==> src/sv/sfd_pkg.sv <==
// Shared types, constants and helpers of the scrambled frame decoder.
package sfd_pkg;

  localparam int MaxFrame = 64;
  localparam int AddrW    = $clog2(MaxFrame);
  localparam int CountW   = $clog2(MaxFrame + 1);

  localparam logic [1:0] StatOk     = 2'd0;
  localparam logic [1:0] StatReject = 2'd1;
  localparam logic [1:0] StatLength = 2'd2;

  localparam logic [7:0] CmdA = 8'h3f;
  localparam logic [7:0] CmdB = 8'h6f;
  localparam logic [7:0] CmdC = 8'h4e;
  localparam logic [7:0] CmdD = 8'h5e;
  localparam logic [7:0] CmdE = 8'hbb;
  localparam logic [7:0] CmdF = 8'hcc;
  localparam logic [7:0] CmdG = 8'h2f;

  // Store write port from the front end
  typedef struct packed {
    logic              en;
    logic [AddrW-1:0]  addr;
    logic [7:0]        data;
  } wr_t;

  // One received frame, classified
  typedef struct packed {
    logic [CountW-1:0] n;
    logic [7:0]        b0;
    logic [7:0]        b1;
    logic [7:0]        b2;
    logic [7:0]        b3;
    logic              plain;
  } job_t;

  function automatic logic in_set(input logic [7:0] c);
    return c == CmdA || c == CmdB || c == CmdC || c == CmdD ||
           c == CmdE || c == CmdF || c == CmdG;
  endfunction

  function automatic logic plain_ok(input logic [7:0] c);
    return c == CmdA || c == CmdB || c == CmdC || c == CmdD;
  endfunction

endpackage

==> src/sv/sfd_front.sv <==
// Front end: takes received bytes, fills the frame store, classifies each frame.
module sfd_front (
  input  logic             clk,
  input  logic             rst,
  input  logic             in_valid,
  output logic             in_ready,
  input  logic [7:0]       in_data,
  input  logic             in_last,
  input  logic             done,
  output sfd_pkg::wr_t     wr,
  output logic             push,
  output sfd_pkg::job_t    job
);
  import sfd_pkg::*;

  logic [CountW-1:0] count;
  logic [7:0]        b0, b1, b2, b3;
  logic              busy;
  logic              acc;
  logic              room;

  assign in_ready = !busy;
  assign acc      = in_valid && in_ready;
  assign room     = count < CountW'(MaxFrame);

  // Write the byte while the store has room
  assign wr.en   = acc && room;
  assign wr.addr = count[AddrW-1:0];
  assign wr.data = in_data;

  // Describe the frame on its final byte
  always_comb begin
    job.n     = room ? count + CountW'(1) : count;
    job.b0    = (count == CountW'(0)) ? in_data : b0;
    job.b1    = (count == CountW'(1)) ? in_data : b1;
    job.b2    = (count == CountW'(2)) ? in_data : b2;
    job.b3    = (count == CountW'(3)) ? in_data : b3;
    job.plain = in_set(job.b0);
  end
  assign push = acc && in_last;

  // Count bytes, capture header bytes, hold off while a frame decodes
  always_ff @(posedge clk) begin
    if (rst) begin
      count <= '0;
      busy  <= 1'b0;
    end else begin
      if (done) busy <= 1'b0;
      if (acc) begin
        if (in_last) begin
          count <= '0;
          busy  <= 1'b1;
        end else if (room) begin
          count <= count + CountW'(1);
        end
      end
    end
    if (acc) begin
      b0 <= job.b0;
      b1 <= job.b1;
      b2 <= job.b2;
      b3 <= job.b3;
    end
  end

endmodule

==> src/sv/sfd_queue.sv <==
// Two-entry queue of frame descriptors between front and back end.
module sfd_queue (
  input  logic          clk,
  input  logic          rst,
  input  logic          push,
  input  sfd_pkg::job_t din,
  input  logic          pop,
  output logic          not_empty,
  output sfd_pkg::job_t dout
);
  import sfd_pkg::*;

  job_t       slot [2];
  logic       wp, rp;
  logic [1:0] fill;

  assign not_empty = fill != 2'd0;
  assign dout      = slot[rp];

  // Advance pointers and fill level
  always_ff @(posedge clk) begin
    if (rst) begin
      wp   <= 1'b0;
      rp   <= 1'b0;
      fill <= 2'd0;
    end else begin
      if (push && fill != 2'd2) wp <= !wp;
      if (pop && not_empty) rp <= !rp;
      if ((push && fill != 2'd2) && !(pop && not_empty)) fill <= fill + 2'd1;
      else if (!(push && fill != 2'd2) && (pop && not_empty)) fill <= fill - 2'd1;
    end
    if (push && fill != 2'd2) slot[wp] <= din;
  end

endmodule

==> src/sv/sfd_back.sv <==
// Back end: frame store, checksum walk for both keys, result emission.
module sfd_back (
  input  logic          clk,
  input  logic          rst,
  input  sfd_pkg::wr_t  wr,
  input  logic          job_valid,
  input  sfd_pkg::job_t job_in,
  output logic          pop,
  output logic          done,
  output logic          out_valid,
  input  logic          out_ready,
  output logic [55:0]   out_data,
  output logic          out_last
);
  import sfd_pkg::*;

  typedef enum logic [2:0] {IDLE, WALK, DECIDE, EMIT_RD, EMIT_OUT, REJ_OUT} state_t;

  state_t            state;
  job_t              job;
  logic [7:0]        mem [MaxFrame];
  logic [7:0]        rd_data;
  logic [AddrW-1:0]  rd_addr;
  logic [CountW-1:0] iss;
  logic              pv;
  logic [AddrW-1:0]  pidx;
  logic [7:0]        ka, kb, sum_a, sum_b, chk_a, chk_b;
  logic [8:0]        flen_a, flen_b;
  logic [1:0]        ra, rb, rej;
  logic [7:0]        key;
  logic [5:0]        plen, k;
  logic [7:0]        o_cmd, o_type, o_reg, o_chk;
  logic              free;
  logic              emit;

  assign ka     = job.plain ? 8'h00 : job.b2;
  assign kb     = job.b2 ^ 8'h01;
  assign flen_a = {1'b0, job.b1 ^ ka} + 9'd2;
  assign flen_b = {1'b0, job.b1 ^ kb} + 9'd2;
  assign free   = !out_valid || out_ready;
  assign emit   = free && ((state == EMIT_OUT) || (state == REJ_OUT));

  // Judge each key try
  always_comb begin
    logic bad_a, bad_b;
    bad_a = (job.b1 ^ ka) < 8'd3 || flen_a > {2'b0, job.n};
    bad_b = (job.b1 ^ kb) < 8'd3 || flen_b > {2'b0, job.n};
    if (job.plain) begin
      ra = bad_a ? StatLength
         : (sum_a != chk_a || !plain_ok(job.b0)) ? StatReject : StatOk;
      rb = StatOk;
    end else begin
      ra = !in_set(job.b0 ^ ka) ? StatReject : bad_a ? StatLength
         : (sum_a != chk_a) ? StatReject : StatOk;
      rb = !in_set(job.b0 ^ kb) ? StatReject : bad_b ? StatLength
         : (sum_b != chk_b) ? StatReject : StatOk;
    end
    rej = (ra > rb) ? ra : rb;
  end

  // Read address follows the phase
  always_comb begin
    rd_addr = (state == WALK) ? iss[AddrW-1:0] : AddrW'(6'd4 + k);
  end

  // Frame store
  always_ff @(posedge clk) begin
    if (wr.en) mem[wr.addr] <= wr.data;
    rd_data <= mem[rd_addr];
  end

  assign pop  = (state == IDLE) && job_valid;
  assign done = free && ((state == REJ_OUT) ||
                ((state == EMIT_OUT) && (plen == 6'd0 || k + 6'd1 == plen)));

  // Sequencer and output register
  always_ff @(posedge clk) begin
    if (rst) begin
      state     <= IDLE;
      out_valid <= 1'b0;
      pv        <= 1'b0;
    end else begin
      if (emit) out_valid <= 1'b1;
      else if (out_ready) out_valid <= 1'b0;
      unique case (state)
        IDLE: begin
          if (job_valid) begin
            job   <= job_in;
            iss   <= '0;
            pv    <= 1'b0;
            sum_a <= 8'h00;
            sum_b <= 8'h00;
            chk_a <= 8'h00;
            chk_b <= 8'h00;
            state <= (job_in.n < CountW'(3)) ? REJ_OUT : WALK;
          end
        end
        WALK: begin
          pv   <= iss < job.n;
          pidx <= iss[AddrW-1:0];
          if (iss < job.n) iss <= iss + CountW'(1);
          if (pv) begin
            if ({3'b0, pidx} + 9'd1 < flen_a) sum_a <= sum_a + (rd_data ^ ka);
            if ({3'b0, pidx} + 9'd1 == flen_a) chk_a <= rd_data ^ ka;
            if ({3'b0, pidx} + 9'd1 < flen_b) sum_b <= sum_b + (rd_data ^ kb);
            if ({3'b0, pidx} + 9'd1 == flen_b) chk_b <= rd_data ^ kb;
          end
          if (!pv && iss == job.n) state <= DECIDE;
        end
        DECIDE: begin
          k <= 6'd0;
          if (ra == StatOk || (!job.plain && rb == StatOk)) begin
            key    <= (ra == StatOk) ? ka : kb;
            plen   <= (ra == StatOk) ? 6'((job.b1 ^ ka) - 8'd3) : 6'((job.b1 ^ kb) - 8'd3);
            o_cmd  <= job.b0 ^ ((ra == StatOk) ? ka : kb);
            o_type <= job.b2 ^ ((ra == StatOk) ? ka : kb);
            o_reg  <= job.b3 ^ ((ra == StatOk) ? ka : kb);
            o_chk  <= (ra == StatOk) ? chk_a : chk_b;
            state  <= EMIT_RD;
          end else begin
            state <= REJ_OUT;
          end
        end
        EMIT_RD: state <= EMIT_OUT;
        EMIT_OUT: begin
          if (free) begin
            out_data  <= {(plen == 6'd0) ? 8'h00 : (rd_data ^ key), key, o_chk,
                          plen, o_reg, o_type, o_cmd, StatOk};
            out_last  <= done;
            k         <= k + 6'd1;
            state     <= done ? IDLE : EMIT_RD;
          end
        end
        REJ_OUT: begin
          if (free) begin
            out_data  <= {54'd0, (job.n < CountW'(3)) ? StatLength : rej};
            out_last  <= 1'b1;
            state     <= IDLE;
          end
        end
        default: state <= IDLE;
      endcase
    end
  end

endmodule

==> src/sv/scrambled_frame_decoder_unit.sv <==
// Top level of the scrambled frame decoder.
// Frame bytes stream in one per cycle with tlast on the final byte; bytes past
// 64 are dropped. Input then stalls while the back end walks the stored frame
// once through a single-port store read (both scrambled keys checked in the
// same pass) and emits one result per payload byte through an output register
// (one result if the payload is empty), or one reject result.
module scrambled_frame_decoder_unit (
  input  logic        clk,
  input  logic        rst,
  input  logic        s_tvalid,
  output logic        s_tready,
  input  logic [7:0]  s_tdata,   // raw_byte
  input  logic        s_tlast,   // last_byte
  output logic        m_tvalid,
  input  logic        m_tready,
  // status[1:0] command[9:2] frame_type[17:10] register_id[25:18]
  // payload_len[31:26] check_byte[39:32] scramble_key[47:40] payload_byte[55:48]
  output logic [55:0] m_tdata,
  output logic        m_tlast    // last_result
);
  import sfd_pkg::*;

  wr_t  wr;
  job_t job_f, job_q;
  logic push, pop, done, qv;

  sfd_front u_front (
    .clk(clk), .rst(rst), .in_valid(s_tvalid), .in_ready(s_tready),
    .in_data(s_tdata), .in_last(s_tlast), .done(done), .wr(wr),
    .push(push), .job(job_f)
  );

  sfd_queue u_queue (
    .clk(clk), .rst(rst), .push(push), .din(job_f), .pop(pop),
    .not_empty(qv), .dout(job_q)
  );

  sfd_back u_back (
    .clk(clk), .rst(rst), .wr(wr), .job_valid(qv), .job_in(job_q),
    .pop(pop), .done(done), .out_valid(m_tvalid), .out_ready(m_tready),
    .out_data(m_tdata), .out_last(m_tlast)
  );

  a_rej_last: assert property (@(posedge clk) disable iff (rst)
    m_tvalid && m_tdata[1:0] != StatOk |-> m_tlast)
    else $error("reject result not marked last");
  a_rej_zero: assert property (@(posedge clk) disable iff (rst)
    m_tvalid && m_tdata[1:0] != StatOk |-> m_tdata[55:2] == '0)
    else $error("reject result carries data");
  a_no_code3: assert property (@(posedge clk) disable iff (rst)
    m_tvalid |-> m_tdata[1:0] != 2'd3)
    else $error("bad status code");
  a_hold_in: assert property (@(posedge clk) disable iff (rst)
    push |=> !s_tready)
    else $error("input open while frame decodes");

endmodule
==> config.mk <==
export PLATFORM = sky130hd
export DESIGN_NAME = scrambled_frame_decoder_unit
export DESIGN_NICKNAME = d
export VERILOG_FILES = /design/src/sv/sfd_pkg.sv /design/src/sv/sfd_front.sv /design/src/sv/sfd_queue.sv /design/src/sv/sfd_back.sv /design/src/sv/scrambled_frame_decoder_unit.sv
export SDC_FILE = /design/constraint.sdc
export NUM_CORES = 1
export LEC_CHECK = 0
export BUFFER_PORTS_ARGS = -buffer_cell sky130_fd_sc_hd__buf_2
export CORE_MARGIN = 8
export CORE_UTILIZATION = 34
export DETAILED_ROUTE_END_ITERATION = 8
export PLACE_DENSITY = 0.55
export SETUP_SLACK_MARGIN = 0.3
export SYNTH_ARGS = -nofsm -noshare
export SYNTH_HDL_FRONTEND = slang
export SYNTH_SLANG_ARGS = --single-unit
==> constraint.sdc <==
create_clock -name clk -period 11.5 [get_ports clk]
set_clock_uncertainty 0.05 [all_clocks]
set_input_delay 1.15 -clock clk [delete_from_list [all_inputs] [get_ports clk]]
set_output_delay 1.15 -clock clk [all_outputs]
set_load 0.005 [all_outputs]
==> results_dict.tcl <==
set metrics [dict create \
    fin_setup_tns_ns 0 \
    ys.flop_type "sky130_fd_sc_hd__edfxtp_1" \
    utilization_pct 38.65 \
    cts-resized-gates 0 \
    die-area_sq_um 120700 \
    floorplan.core_area_sq_um 109000 \
    internal_power_mw 6.245 \
    top_level_ports 72 \
    cts_htree_levels 3 \
    grt_antenna_before_repair 3 \
    synth_top_area_cell "sky130_fd_sc_hd__edfxtp_1" \
    synth_enable_flop_cells 818 \
    cp_data_required_time_ns 11.95 \
    gp_congestion 0.8405 \
    route.detailed.vias_per_inst 4.972 \
    min_path_type "flop to flop" \
    cts_buffers 90 \
    p_clk_share_pct 31.4 \
    worst-path-max-fanout 122 \
    drt.antenna.violating_nets 0 \
    maxCapViolations 0 \
    run_status "completed" \
    dpl.hpwl_mm 57.30 \
    timing_hold_violations_final 0 \
    globalRouteOverflowTotal 0 \
    ctsLongestPathBuffers 3 \
    layout_worst_path_cycle_share_pct 49.24 \
    crit_path_start_kind "flop" \
    layout.filler_cells 9970 \
    async_sr_flop_fraction_pct 0 \
    final_nets 2551 \
    static-leakage-power_nw 15.42 \
    drive_gt1_share_pct 13.55 \
    area_growth_pct 12.76 \
    ir_worst_vdd_uv 133.2 \
    total_area_of_sequential_cells_sq_um 25090 \
    synth_top_area_share_pct 65.75 \
    netlist_area_sq_um 37360 \
    hold_buffer_count_at_cts 0 \
    route.detailed.wl_per_inst_um 22.04 \
    switching_power_of_the_nets_mw 2.822 \
    floorplan.initialDensity_pct 34.27 \
    cts.repair_timing.setup_buffer_count 0 \
    largest_register "u_back.mem" \
    layout.cells.most_common_list "sky130_fd_sc_hd__edfxtp_1 (818), sky130_fd_sc_hd__mux2i_1 (516), sky130_fd_sc_hd__nor2_1 (169), sky130_fd_sc_hd__clkbuf_16 (91), sky130_fd_sc_hd__xnor2_1 (89)" \
    largest_register_ffs 512 \
    layout_min_cycle_time_ns 5.662 \
    clock_sinks 844 \
    clkTransAtPathRegs_ns 0.06 \
    worstSkewPairLatency_ns 0.66 \
    place.port_buffers 71 \
    drv_slew 0 \
    largest_net_degree_at_the_start_of_global_routing 123 \
    die_width_um 347.5 \
    power.share.sequential_pct 42.4 \
    final_common_cell "sky130_fd_sc_hd__edfxtp_1" \
    ys_seq_elements 844 \
    multi_input_comb_area_sq_um 11590 \
    data_arrival_time_at_the_worst_slack_endpoint_ns 6.11 \
    clock_tree_from_tritoncts "yes" \
    cts_root_buffer "sky130_fd_sc_hd__clkbuf_16" \
    floorplan.die.height_um 347.5 \
    rsz0062_at_grt "false" \
    end_kind "flop" \
    grt_pass1_vias 20270 \
    worst-slew-pin-transition_ns 1.175 \
    route.vias.total 19690 \
    power_switching_share_pct 31.12 \
    comb_power_share_pct 26.2 \
    drt-initial-drc-count 1301 \
    mean_instance_size_in_the_synthesized_netlist_sq_um 15.64 \
    maxSlewHeadroom_pct 21.50 \
    drt_wl_total_mm 87.31 \
    grt_first_pass_wirelength_mm 129.9 \
    synth_nets 2468 \
    fmax_ghz 0.1766 \
    pwr_density_cell_nw_per_um2 215.2 \
    cell_row_count 121 \
    yosys_warnings 0 \
    detail_route.drc_violations 0 \
    reg.largest.list "u_back.mem x512, u_queue.slot x80, u_back.out_data x56" \
    timing_worst_setup_path_type "flop to flop" \
    synth_sequential_area_ratio_pct 67.14 \
    yosys-top-cells-area "sky130_fd_sc_hd__edfxtp_1 (66%), sky130_fd_sc_hd__mux2i_1 (14%), sky130_fd_sc_hd__mux2_2 (2.2%)" \
    synthDistinctLibCells 80 \
    syn_inst 2389 \
    drt_first_pass_iters 5 \
    report.final.setup_viol 0 \
    grt_util_all_layers_pct 14.04 \
]
## layout make-up
cell class / count / share of cell area (%)
clock buffers: 104 / 5.521
clock inverters: 62 / 1.402
diodes: 1 / 0.005940
flip-flops and latches: 844 / 59.54
inverters: 51 / 0.4544
repair buffers: 99 / 1.372
multi-input cells: 1386 / 27.50
well taps: 1414 / 4.199
## critical path, cell delays in order (launching register included)
cell and delay, ns:
sky130_fd_sc_hd__dfxtp_1 0.39, sky130_fd_sc_hd__nor2_1 0.61, sky130_fd_sc_hd__and2_1 0.69, sky130_fd_sc_hd__mux2i_4 0.32, sky130_fd_sc_hd__buf_4 0.52, sky130_fd_sc_hd__buf_12 0.54
sky130_fd_sc_hd__buf_4 0.90, sky130_fd_sc_hd__mux2i_1 0.28, sky130_fd_sc_hd__mux2i_1 0.09, sky130_fd_sc_hd__mux2i_1 0.32, sky130_fd_sc_hd__mux2i_1 0.12, sky130_fd_sc_hd__mux2i_1 0.16
sky130_fd_sc_hd__mux2i_1 0.10
## power by group through the flow
stage | Clock, mW | Sequential (mW) | Combinational [mW]
finish | 2.85 | 3.84 | 2.38
CTS | 2.92 | 3.84 | 2.40
global placement | 0 | 3.90 | 2.34
detailed placement | 0 | 3.90 | 2.38
floorplan | 0 | 3.74 | 1.80
global route | 3.03 | 3.86 | 2.58
## through the flow
stage | instances | setup WS, ns | power, mW | hold slack, ns | instance area, sq um
floorplan | 2389 | 4.829 | 5.548 | 0.4154 | 37360
global placement | 3794 | 6.157 | 6.235 | 0.4434 | 39210
detailed placement | 3794 | 5.930 | 6.288 | 0.4526 | 39210
CTS | 3960 | 5.950 | 9.160 | 0.4703 | 42130
global route | 3960 | 5.440 | 9.465 | 0.4806 | 42130
finish | 3961 | 5.838 | 9.067 | 0.4669 | 42130
## cells by family after synthesis
| group | count (synthesis) | synth area share, % |
|---|---|---|
| DFF | 844 | 67.14 |
| muxes | 599 | 16.40 |
| and+or+nand+nor | 433 | 5.877 |
| buffers and inverters | 159 | 2.133 |
| AOI/OAI and AO/OA | 144 | 2.766 |
| xor gates and xnor gates | 144 | 3.436 |
| adders and majority gates | 66 | 2.251 |
## final timing paths
check	from	to	slack [ns]	cells past startpoint
max reg2reg	u_back.state[1]$_SDFFE_PP0P_	u_back.rd_data[7]$_DFF_P_	5.84	12
min reg2reg	u_back.o_cmd[5]$_DFFE_PP_	u_back.out_data[7]$_SDFFCE_PP0P_	0.47	1
min	u_back.o_cmd[5]$_DFFE_PP_	u_back.out_data[7]$_SDFFCE_PP0P_	0.47	1
max	u_back.state[1]$_SDFFE_PP0P_	u_back.rd_data[7]$_DFF_P_	5.84	12
## metal layers
layer | GRT usage, % | share of wire (%) | up-vias
met4 | 4.897 | 3.1 | 0
met2 | 23.00 | 47 | 454
met5 | 0 | 0 | -
met3 | 2.633 | 4.6 | 168
met1 | 18.68 | 45 | 9917
li1 | - | - | 9155
## Yosys cell counts, types with 4 or more instances
library cell / instances
sky130_fd_sc_hd__a21oi_1: 42
sky130_fd_sc_hd__a21o_1: 6
sky130_fd_sc_hd__a22oi_1: 7
sky130_fd_sc_hd__edfxtp_1: 818
sky130_fd_sc_hd__nand4b_1: 4
sky130_fd_sc_hd__and3_1: 20
sky130_fd_sc_hd__clkbuf_1: 35
sky130_fd_sc_hd__buf_2: 41
sky130_fd_sc_hd__xnor2_1: 89
sky130_fd_sc_hd__nand2b_1: 14
sky130_fd_sc_hd__nor2b_1: 13
sky130_fd_sc_hd__or3_1: 7
sky130_fd_sc_hd__xor2_1: 52
sky130_fd_sc_hd__mux2_4: 5
sky130_fd_sc_hd__nand3_1: 21
sky130_fd_sc_hd__o21ai_0: 22
sky130_fd_sc_hd__ha_1: 64
sky130_fd_sc_hd__buf_4: 25
sky130_fd_sc_hd__or2_2: 4
sky130_fd_sc_hd__o21bai_1: 10
sky130_fd_sc_hd__nor2_1: 173
sky130_fd_sc_hd__nand2_1: 58
sky130_fd_sc_hd__nand4_1: 11
sky130_fd_sc_hd__a31oi_1: 8
sky130_fd_sc_hd__nor3b_1: 4
sky130_fd_sc_hd__mux2i_1: 519
sky130_fd_sc_hd__nor3_1: 13
sky130_fd_sc_hd__dfxtp_1: 26
sky130_fd_sc_hd__o21a_1: 15
sky130_fd_sc_hd__and2_1: 64
sky130_fd_sc_hd__mux2_2: 74
sky130_fd_sc_hd__inv_1: 51
(Power assumes the default switching activity.)
